<file path="src/hdl/hashed_id_set_top_macros.svh">
// Assertion macros for the RTL of the hashed id set top.
`ifndef HASHED_ID_SET_TOP_MACROS_SVH
`define HASHED_ID_SET_TOP_MACROS_SVH

// Checks a property on every rising clock edge outside reset.
`define HIDS_ASSERT(lbl, prop, msg) \
  lbl: assert property (@(posedge clk_i) disable iff (!rst_ni) (prop)) else $error(msg);

// Checks that an expression is never true outside reset.
`define HIDS_ASSERT_NEVER(lbl, expr, msg) \
  lbl: assert property (@(posedge clk_i) disable iff (!rst_ni) !(expr)) else $error(msg);

`endif

</file>
<file path="src/hdl/hids_ram.sv">
module hids_ram #(
  parameter int unsigned Width = 8,
  parameter int unsigned Depth = 16,
  localparam int unsigned AddrW = $clog2(Depth)
) (
  input  logic             clk_i,
  input  logic             we_i,
  input  logic [AddrW-1:0] waddr_i,
  input  logic [Width-1:0] wdata_i,
  input  logic             re_i,
  input  logic [AddrW-1:0] raddr_i,
  output logic [Width-1:0] rdata_o
);

  logic [Width-1:0] mem [Depth];
  logic [Width-1:0] rdata_q;

  always_ff @(posedge clk_i) begin
    if (we_i) begin
      mem[waddr_i] <= wdata_i;
    end
    if (re_i) begin
      rdata_q <= mem[raddr_i];
    end
  end

  assign rdata_o = rdata_q;

endmodule
</file>
<file path="config.mk">
export PLATFORM = sky130hd
export DESIGN_NAME = hids_ram
export DESIGN_NICKNAME = d
export VERILOG_FILES = /design/src/hdl/hashed_id_set_top_macros.svh /design/src/hdl/hids_ram.sv
export SDC_FILE = /design/constraint.sdc
export NUM_CORES = 1
export LEC_CHECK = 0
export ABC_AREA = 1
export BUFFER_PORTS_ARGS = -buffer_cell sky130_fd_sc_hd__buf_4
export CORE_ASPECT_RATIO = 1.4
export CORE_UTILIZATION = 45
export DETAILED_ROUTE_END_ITERATION = 6
export SLEW_MARGIN = 0
export SYNTH_ARGS = -nofsm -noshare
export SYNTH_HDL_FRONTEND = slang
export SYNTH_SLANG_ARGS = --single-unit
</file>
<file path="constraint.sdc">
create_clock -name clk_i -period 1.29 [get_ports clk_i]
set_input_delay 0.129 -clock clk_i [delete_from_list [all_inputs] [get_ports clk_i]]
set_output_delay 0.129 -clock clk_i [all_outputs]
set_load 0.01 [all_outputs]
</file>
* Word level (Yosys, flattened, before mapping)
Memory sizes are Yosys's and may differ from the RTL's. A register that Yosys moved wholly into a read port is not among the register bits.
Index checks and enable logic that the tools add are counted.
** Storage, ports and cells
- Flip-flop bits (word level) :: 0
- Memory bits (writable) :: 128
- Output and inout bits :: 8
- Logic and storage cells :: 3
- Memories :: 1
** Memories
- mem :: words 16, width 8, read ports 1, clocked after Yosys merged registers in 1, wr ports 1, RTL line hids_ram.sv:15 : logic [Width-1:0] mem [Depth];
** Operators by class
- Multiplexer cells :: 2
** Operators by type and width (number)
- 2-to-1 mux 1 bit :: 2

* Logic depth before layout (Yosys ltp)
Gate-level depths: netlist (run 1).
- Depth after elaboration :: 2
- Gate-level depth with buffers :: 8
- Mapped depth without buffers :: 7

* Worst setup path before layout (run 1)
No wires, ideal clock.
- Path type :: input to register
- Start point :: input port waddr_i[2]
- End point :: memory mem[10][0] (enable)
- Arrival :: 0.710 ns
- Setup slack :: 0.210 ns
- Stages :: 2
- Buffers on the path :: 0
- Cells stage by stage :: nand3b_1 > nor2_1
** RTL lines
- start: declaration :: RTL line hids_ram.sv:8 : input logic [AddrW-1:0] waddr_i,
- end: declaration :: RTL line hids_ram.sv:15
Straight into the memory's write port.

==> results of run 1 <==
## cells in the final DEF (no fill, tap or decap)
cell type,n
clkinv_1,2
clkinv_4,2
clkinv_2,2
clkinvlp_4,4
inv_1,100
bufinv_16,3
edfxtp_1,136
dlygate4sd3_1,1
nand3_1,97
buf_12,2
inv_2,2
clkbuf_1,2
nand2_1,173
nand3b_1,2
buf_4,51
nor2_1,17
clkbuf_16,17
## per-stage QoR
stage	util (%)	total power, µW	hold slack, ps
after floorplan	-	5450	228
after global placement	50.4	5750	429
after detailed placement	50.4	5760	430
after CTS	55.1	10500	72.1
after global routing	55.1	10700	76.9
final	55.1	10400	65.6
## logic make-up (layout without fill, tap and decap cells)
family / after synthesis / in the layout / share of synthesized area (%)
buffers and inverters: 126 / 188 / 9.39
and+or+nand+nor: 289 / 289 / 20.8
DFF: 136 / 136 / 69.8
## registers in the layout, summed over array words and instances, names as in the netlist
register	flops
rdata_o	8
mem	128
## cell type report
type / count / area (µm²)
Clock buffer: 19 / 433
Clock inverter: 13 / 155
Fill cell: 1064 / 5600
Inverter: 102 / 383
Multi-Input combinational cell: 289 / 1210
Sequential cell: 136 / 4080
Tap cell: 150 / 188
Timing Repair Buffer: 54 / 433
## per-layer routing
layer  GRT usage, %  wire, µm  share of wire [%]  vias to the layer above
li1               -         -                  -                     1879
met4           10.8       351                2.6                        0
met1           23.8      5200                 38                     1835
met2           39.6      7260                 54                      131
met5              0         0                  0                        -
met3           5.46       707                5.2                       33
## power by group through the flow
| stage | combinational [µW] | clock [µW] | sequential (µW) |
|---|---|---|---|
| finish | 657 | 4760 | 5010 |
| detailed placement | 662 | 0 | 5100 |
| global route | 729 | 4990 | 5020 |
| CTS | 668 | 4840 | 5010 |
| global placement | 651 | 0 | 5100 |
| floorplan | 349 | 0 | 5100 |
## worst max-delay path: stages, from the launching register on
cell	delay [ps]
edfxtp_1	360
inv_1	60
nand2_1	50
nand3_1	90
nand3_1	140
nand3_1	130
nand2_1	50
## worst max-delay path by stage
stage,end,slack (ps),startpoint,depth (start not counted)
final,rdata_o[1],160,mem[5][1],6
after detailed placement,rdata_o[5],-40,raddr_i[1],6
after CTS,rdata_o[6],150,mem[15][6],6
after global routing,rdata_o[6],80,mem[14][6],6
after floorplan,mem[10][0],210,waddr_i[2],2
after global placement,rdata_o[1],-30,raddr_i[0],8
==> results.json, run 1 <==
{
  "netlist_top_cells_area": "edfxtp_1 (70%), nand2_1 (11%), nand3_1 (8.3%), inv_1 (6.4%), buf_6 (1.2%)",
  "hold_end": "mem[8][4]",
  "r2r-start": "mem[5][1]",
  "final_layout_size_suffix_gt1_share_pct": 13.5,
  "ir_worst_vdd_v": 0.000929,
  "instances_no_fill": 763,
  "min_from": "wdata_i[4]",
  "yosysSeqAreaShare_pct": 69.8,
  "setup_ws_ps": 162,
  "vias": 3878,
  "die_area_mm2": 0.0135,
  "power_density_mw_per_mm2": 1510,
  "grt_usage_pct": 21.9,
  "grt_pass1_wl_mm": 20.8,
  "cp-start-kind": "register",
  "gp_congestion": 0.849,
  "fin_area_mm2": 0.00689,
  "grt_pass1_vias": 3866,
  "grt_max_degree": 53,
  "ys_top_cells_by_count": "nand2_1 (173), edfxtp_1 (136), inv_1 (100)",
  "worstPathMaxFanout": 1,
  "p_int_uw": 8210,
  "ios": 27,
  "period_share_pct": 87.4,
  "cts_buffers": 17,
  "end_kind": "register",
  "drt_iter0_drc": 269,
  "power.share.switching_pct": 21.2,
  "setup_tns_ps": 0,
  "row_count": 48,
  "hpwl_mm": 8.72,
  "drt-vias-per-instance": 5.08,
  "fin_nets": 619,
  "clkTransAtPathRegs_ps": 60,
  "wl_per_cell_um": 17.7,
  "clock-sinks": 136,
  "postCtsHoldBufs": 1,
  "hold_viol_final": 0,
  "drt-total-wl_mm": 13.5,
  "fp.dieH_um": 137,
  "place_ws_ps": -43.9,
  "placed_cell_area_mm2": 0.00629,
  "diodes": 0,
  "synth.avg_cell_area_um2": 10.6,
  "path_class": "register to register",
  "r2r-end": "rdata_o[1]",
  "critPathArrivalTime_ps": 1300,
  "clock_latency_ps": 420,
  "drt-pass1-iter-count": 7,
  "die_width_um": 98.3,
  "seqPwrFrac_pct": 48.0,
  "cap_viol_max_count": 0,
  "cp.required_ps": 1460,
  "synthCells": 551,
  "synth_flop_cell": "edfxtp_1",
  "initial_core_util_pct": 46.8,
  "synthesis.area_mm2": 0.00585,
  "postRouteAntennaNets": 0,
  "slew_viol_final": 0,
  "combPwrFrac_pct": 6.3,
  "grt.overflow.total": 0,
  "yosysMostFrequentCell": "nand2_1",
  "area_growth_pct": 17.8,
  "synth_top_area_share_pct": 69.8,
  "cts_resized": 0,
  "ys_ff_latch": 136,
  "clkPwrFrac_pct": 45.7,
  "coreArea_mm2": 0.0125,
  "violations": "design-rule violations",
  "synth_cell_types": 11,
  "yosysWarnings": 0,
  "r2r_cells": 6,
  "maxSlewHeadroom_pct": 60.6,
  "io_buffers": 26,
  "leakage_uw": 0.00298,
  "rsz0062_at_grt": "no",
  "period_minus_slack_ps": 1130,
  "dp.cells": 730,
  "drc_errors": 1,
  "synth_edf_count": 136,
  "fin_skew_ps": 10.0,
  "worst_pin_slew_ps": 591,
  "synth_nets": 570,
  "hp-class": "input pin to register",
  "ff2ff_setup_slack_ps": 160,
  "synth_area_leader_cell": "edfxtp_1",
  "antenna_found_initial": 0,
  "hold_depth": 1,
  "p_switching_uw": 2220,
  "htreeDepth": 4,
  "postCtsSetupBuffers": 0,
  "cts-root-buf": "clkbuf_16",
  "cts.path.max_buffers": 2,
  "setup_viol": 0,
  "outcome": "finished with violations",
  "cts_tree": "done",
  "synthArstFlopShare_pct": 0,
  "fmax_mhz": 886
}
No activity file was read; power rests on OpenSTA's default activity.
==> inputs of run 2 (changes only) <==
--- a/config.mk
+++ b/config.mk
@@ -10,6 +10,7 @@
 export CORE_ASPECT_RATIO = 1.4
 export CORE_UTILIZATION = 45
 export DETAILED_ROUTE_END_ITERATION = 6
+export GPL_TIMING_DRIVEN = 0
 export SLEW_MARGIN = 0
 export SYNTH_ARGS = -nofsm -noshare
 export SYNTH_HDL_FRONTEND = slang
==> results.json, run 2 (synthesis gave the netlist of run 1 again) <==
{
  "p_int_uw": 8200,
  "fmax_mhz": 847,
  "fin_skew_ps": 5.41,
  "cts-root-buf": "clkbuf_16",
  "slew_viol_final": 0,
  "r2r_cells": 6,
  "cp.required_ps": 1450,
  "seq_area_mm2": 0.00408,
  "gp_congestion": 0.892,
  "use_met2_pct": 37.9,
  "critPathArrivalTime_ps": 1350,
  "top_usage_layer": "met2",
  "p_switching_uw": 2260,
  "drt_iter0_drc": 349,
  "path_class": "register to register",
  "power_uw": 10500,
  "mostFrequentLayoutCells": "nand2_1 (173), edfxtp_1 (136), inv_1 (100)",
  "vias": 3929,
  "layout_commonest_cell": "nand2_1",
  "seqPwrFrac_pct": 47.8,
  "r2r-end": "rdata_o[4]",
  "wl_per_cell_um": 18.3,
  "placed_cell_area_mm2": 0.00621,
  "use_met1_pct": 25.6,
  "grtUsageMet3_pct": 3.98,
  "grt_pass1_wl_mm": 21.0,
  "row_count": 48,
  "largest_register_ffs": 128,
  "setup_tns_ps": 0,
  "power.share.switching_pct": 21.6,
  "min_from": "wdata_i[2]",
  "rsz0062_at_grt": "no",
  "cts_tree": "done",
  "clock-sinks": 136,
  "drt-total-wl_mm": 13.8,
  "clkPwrFrac_pct": 45.8,
  "grt.overflow.total": 0,
  "ios": 27,
  "outcome": "finished with violations",
  "worst_pin_slew_ps": 830,
  "final_layout_size_suffix_gt1_share_pct": 12.5,
  "die_area_mm2": 0.0135,
  "place_ws_ps": -277,
  "area_growth_pct": 16.3,
  "antenna_found_initial": 0,
  "coreArea_mm2": 0.0125,
  "combPwrFrac_pct": 6.4,
  "hp-class": "input pin to register",
  "setup_viol": 0,
  "fp.dieH_um": 137,
  "fin_nets": 613,
  "instances_no_fill": 756,
  "hold_depth": 1,
  "drt-pass1-iter-count": 7,
  "drt-vias-per-instance": 5.20,
  "leakage_uw": 0.00292,
  "grt_pass1_vias": 3804,
  "cts.path.max_buffers": 2,
  "hold_end": "mem[6][2]",
  "cp-start-kind": "register",
  "multi_input_area_mm2": 0.00121,
  "maxSlewHeadroom_pct": 44.4,
  "final.fill_count": 1088,
  "worstPathMaxFanout": 1,
  "hpwl_mm": 9.42,
  "clock_latency_ps": 410,
  "setup_ws_ps": 109,
  "drc_errors": 3,
  "violations": "design-rule violations",
  "ff2ff_setup_slack_ps": 110,
  "io_buffers": 23,
  "cap_viol_max_count": 0,
  "fin_area_mm2": 0.00680,
  "grt_usage_pct": 22.1,
  "r2r-start": "mem[0][4]",
  "cts_buffers": 17,
  "grt_max_degree": 17,
  "initial_core_util_pct": 46.8,
  "end_kind": "register",
  "regMostFlops": "mem",
  "hold_viol_final": 0,
  "power_density_mw_per_mm2": 1540,
  "period_share_pct": 91.5,
  "cts_resized": 0,
  "ir_worst_vdd_v": 0.00106,
  "htreeDepth": 4,
  "period_minus_slack_ps": 1180,
  "die_width_um": 98.3,
  "clkTransAtPathRegs_ps": 60,
  "postRouteAntennaNets": 0,
  "diodes": 0,
  "dp.cells": 724
}
==> run 2: cell count changes in the layout (fill, tap and decap cells not counted), sizes merged <==
cell    delta
inv        +1
clkinv     -1
buf        -6
clkbuf     -1
==> run 2: cell type report <==
type	count	area share (%)
Sequential cell	136	60.0
Inverter	102	5.63
Tap cell	150	2.76
Buffer	24	2.45
Timing Repair Buffer	24	2.69
Clock inverter	13	2.28
Multi-Input combinational cell	289	17.8
Clock buffer	18	6.31
==> run 2: power by group through the flow <==
stage | Clock (µW) | Combinational [µW] | Sequential (µW)
2_1_floorplan | 0 | 349 | 5100
3_3_place_gp | 0 | 652 | 5090
3_5_place_dp | 0 | 667 | 5090
4_1_cts | 4840 | 672 | 5000
5_1_grt | 5000 | 735 | 5010
6_report | 4790 | 671 | 5000
==> run 2: metrics by stage <==
| stage | hold slack, ps | util [%] |
|---|---|---|
| after floorplan | 228 | - |
| after global placement | 404 | 49.7 |
| after detailed placement | 419 | 49.7 |
| after CTS | 47.9 | 54.4 |
| after global routing | 57.7 | 54.4 |
| final | 61.7 | 54.4 |
==> run 2: worst max-delay path by stage <==
stage	startpoint	endpoint	slack (ps)	cells past startpoint
6_report	mem[0][4]	rdata_o[4]	110	6
5_1_grt	mem[6][3]	rdata_o[3]	50	6
4_1_cts	mem[6][3]	rdata_o[3]	120	6
3_5_place_dp	waddr_i[2]	mem[9][5]	-280	3
3_3_place_gp	waddr_i[2]	mem[8][2]	-250	3
2_1_floorplan	waddr_i[2]	mem[10][0]	210	2
==> run 2: metal layers <==
layer | vias to the layer above | wire, µm | part of all wire, %
met3 | 38 | 735 | 5.3
met1 | 1862 | 5220 | 38
met4 | 0 | 636 | 4.6
met5 | - | 0 | 0
li1 | 1869 | - | -
met2 | 160 | 7210 | 52
==> run 2: repair_timing <==
| action | in CTS | in global routing |
|---|---|---|
| hold buffers | 1 | 0 |
| endpoints found under the hold margin | 8 | 0 |
| setup buffers | 0 | 0 |
==> run 2: critical path, stage by stage (launching register included) <==
cell      delay, ps
edfxtp_1        360
inv_1            60
nand2_1          60
nand3_1         100
nand3_1         150
nand3_1         130
nand2_1          80
==> inputs of run 3 (changes only) <==
--- a/config.mk
+++ b/config.mk
@@ -8,9 +8,11 @@
 export ABC_AREA = 1
 export BUFFER_PORTS_ARGS = -buffer_cell sky130_fd_sc_hd__buf_4
 export CORE_ASPECT_RATIO = 1.4
-export CORE_UTILIZATION = 45
+export CORE_UTILIZATION = 50
+export CTS_BUF_LIST = sky130_fd_sc_hd__clkbuf_8 sky130_fd_sc_hd__clkbuf_16
 export DETAILED_ROUTE_END_ITERATION = 6
 export GPL_TIMING_DRIVEN = 0
+export PLACE_DENSITY = 0.67
 export SLEW_MARGIN = 0
 export SYNTH_ARGS = -nofsm -noshare
 export SYNTH_HDL_FRONTEND = slang
==> results.json, run 3 (synthesis gave the netlist of run 1 again) <==
{
  "fmax_mhz": 848,
  "ios": 27,
  "layout_commonest_cell": "nand2_1",
  "cts.path.max_buffers": 2,
  "period_share_pct": 91.4,
  "postCtsHoldBufs": 1,
  "cp_slowest_stage_delay_ps": 370,
  "initial_core_util_pct": 51.6,
  "vias": 3893,
  "grt_usage_pct": 24.2,
  "diodes": 0,
  "leakage_uw": 0.00294,
  "clock_latency_ps": 420,
  "area_growth_pct": 16.6,
  "critPathBufInv": 0,
  "cp.required_ps": 1450,
  "cp_top_family": "simple AND/OR/NAND/NOR gates",
  "cap_viol_max_count": 0,
  "path_cells": "nand2_1 -> nand2_1 -> nand2_1 -> nand3_1 -> nand3_1 -> nand2_1",
  "cts_buffers": 17,
  "placed_cell_area_mm2": 0.00620,
  "worstPathMaxFanout": 1,
  "ir_worst_vdd_v": 0.000892,
  "die_area_mm2": 0.0121,
  "power_uw": 10600,
  "drt-pass1-iter-count": 5,
  "worst_path_most_repeated_cell": "nand2_1",
  "hpwl_mm": 8.86,
  "critPathLaunch": "mem[2][0]",
  "final_layout_size_suffix_gt1_share_pct": 12.7,
  "coreArea_mm2": 0.0113,
  "worst_pin_slew_ps": 976,
  "drc_errors": 0,
  "place_ws_ps": -294,
  "hold_viol_final": 0,
  "grt_pass1_wl_mm": 20.7,
  "setup_viol": 0,
  "critPathArrivalTime_ps": 1340,
  "drt-total-wl_mm": 13.5,
  "wl_per_cell_um": 18.0,
  "r2r-start": "mem[2][0]",
  "htreeDepth": 4,
  "antenna_found_initial": 0,
  "hp-class": "input pin to register",
  "setup_ws_ps": 110,
  "postRouteAntennaNets": 0,
  "grt_max_degree": 17,
  "postCtsSetupBuffers": 0,
  "cts_resized": 0,
  "crit_slowest_cell": "edfxtp_1",
  "power_density_mw_per_mm2": 1560,
  "largest_register_ffs": 128,
  "rsz0062_at_grt": "no",
  "slew_viol_final": 0,
  "grt_pass1_vias": 3796,
  "drt_iter0_drc": 400,
  "fp.dieH_um": 130,
  "min_from": "wdata_i[4]",
  "io_buffers": 23,
  "period_minus_slack_ps": 1180,
  "maxSlewHeadroom_pct": 34.7,
  "regMostFlops": "mem",
  "cp-start-kind": "register",
  "mostFrequentLayoutCells": "nand2_1 (173), edfxtp_1 (136), inv_1 (100)",
  "drt-vias-per-instance": 5.18,
  "row_count": 46,
  "fin_nets": 613,
  "grt.overflow.total": 0,
  "clock-sinks": 136,
  "dp.cells": 718,
  "instances_no_fill": 751,
  "clkTransAtPathRegs_ps": 60,
  "cts-root-buf": "clkbuf_16",
  "path_class": "register to register",
  "end_kind": "register",
  "outcome": "finished, final reports clean",
  "fin_area_mm2": 0.00682,
  "fin_skew_ps": 4.72,
  "cts_tree": "done",
  "gp_congestion": 0.856,
  "die_width_um": 93.4
}
[run 3: power by group]
| group | switching [µW] | internal [µW] | leakage [µW] |
|---|---|---|---|
| sequential | 25.0 | 4980 | 0.00124 |
| combinational | 452 | 212 | 0.00141 |
| clock | 1770 | 3200 | 0.000295 |
| total | 2250 | 8390 | 0.00294 |
[run 3: final timing paths]
path / to / slack [ps] / cells after the start
setup reg to reg: rdata_o[0] / 110 / 6
setup / recovery: rdata_o[0] / 110 / 6
hold reg to reg: rdata_o[5] / 750 / 6
hold / removal: mem[14][4] / 50 / 1
[run 3: worst register-to-register path, delay by kind of cell, from the launching register on]
family | cells | cell delay (ps)
and+or+nand+nor | 6 | 560
DFF | 1 | 370
[run 3: final cells by class]
cell class | count | area, µm²
fillers | 899 | 4520
flip-flops and latches | 136 | 4080
multi-input cells | 289 | 1210
clock buffers | 17 | 425
inverters | 102 | 383
clock inverters | 15 | 184
repair buffers | 24 | 183
well taps | 144 | 180
plain buffers | 24 | 166
[run 3: per-stage QoR]
step	util (%)	setup TNS, ps	hold slack, ps
5_1_grt	60.1	0	58.9
3_5_place_dp	54.7	-24330	420
3_3_place_gp	54.7	-21130	420
2_1_floorplan	-	0	228
4_1_cts	60.1	0	42.9
6_report	60.1	0	48.0
[run 3: routing by layer]
metal | vias up | wire length, µm | track usage, %
li1 | 1868 | - | -
met5 | - | 0 | 0
met3 | 30 | 1010 | 4.55
met1 | 1819 | 5430 | 30.7
met4 | 0 | 597 | 15.2
met2 | 176 | 6450 | 38.6
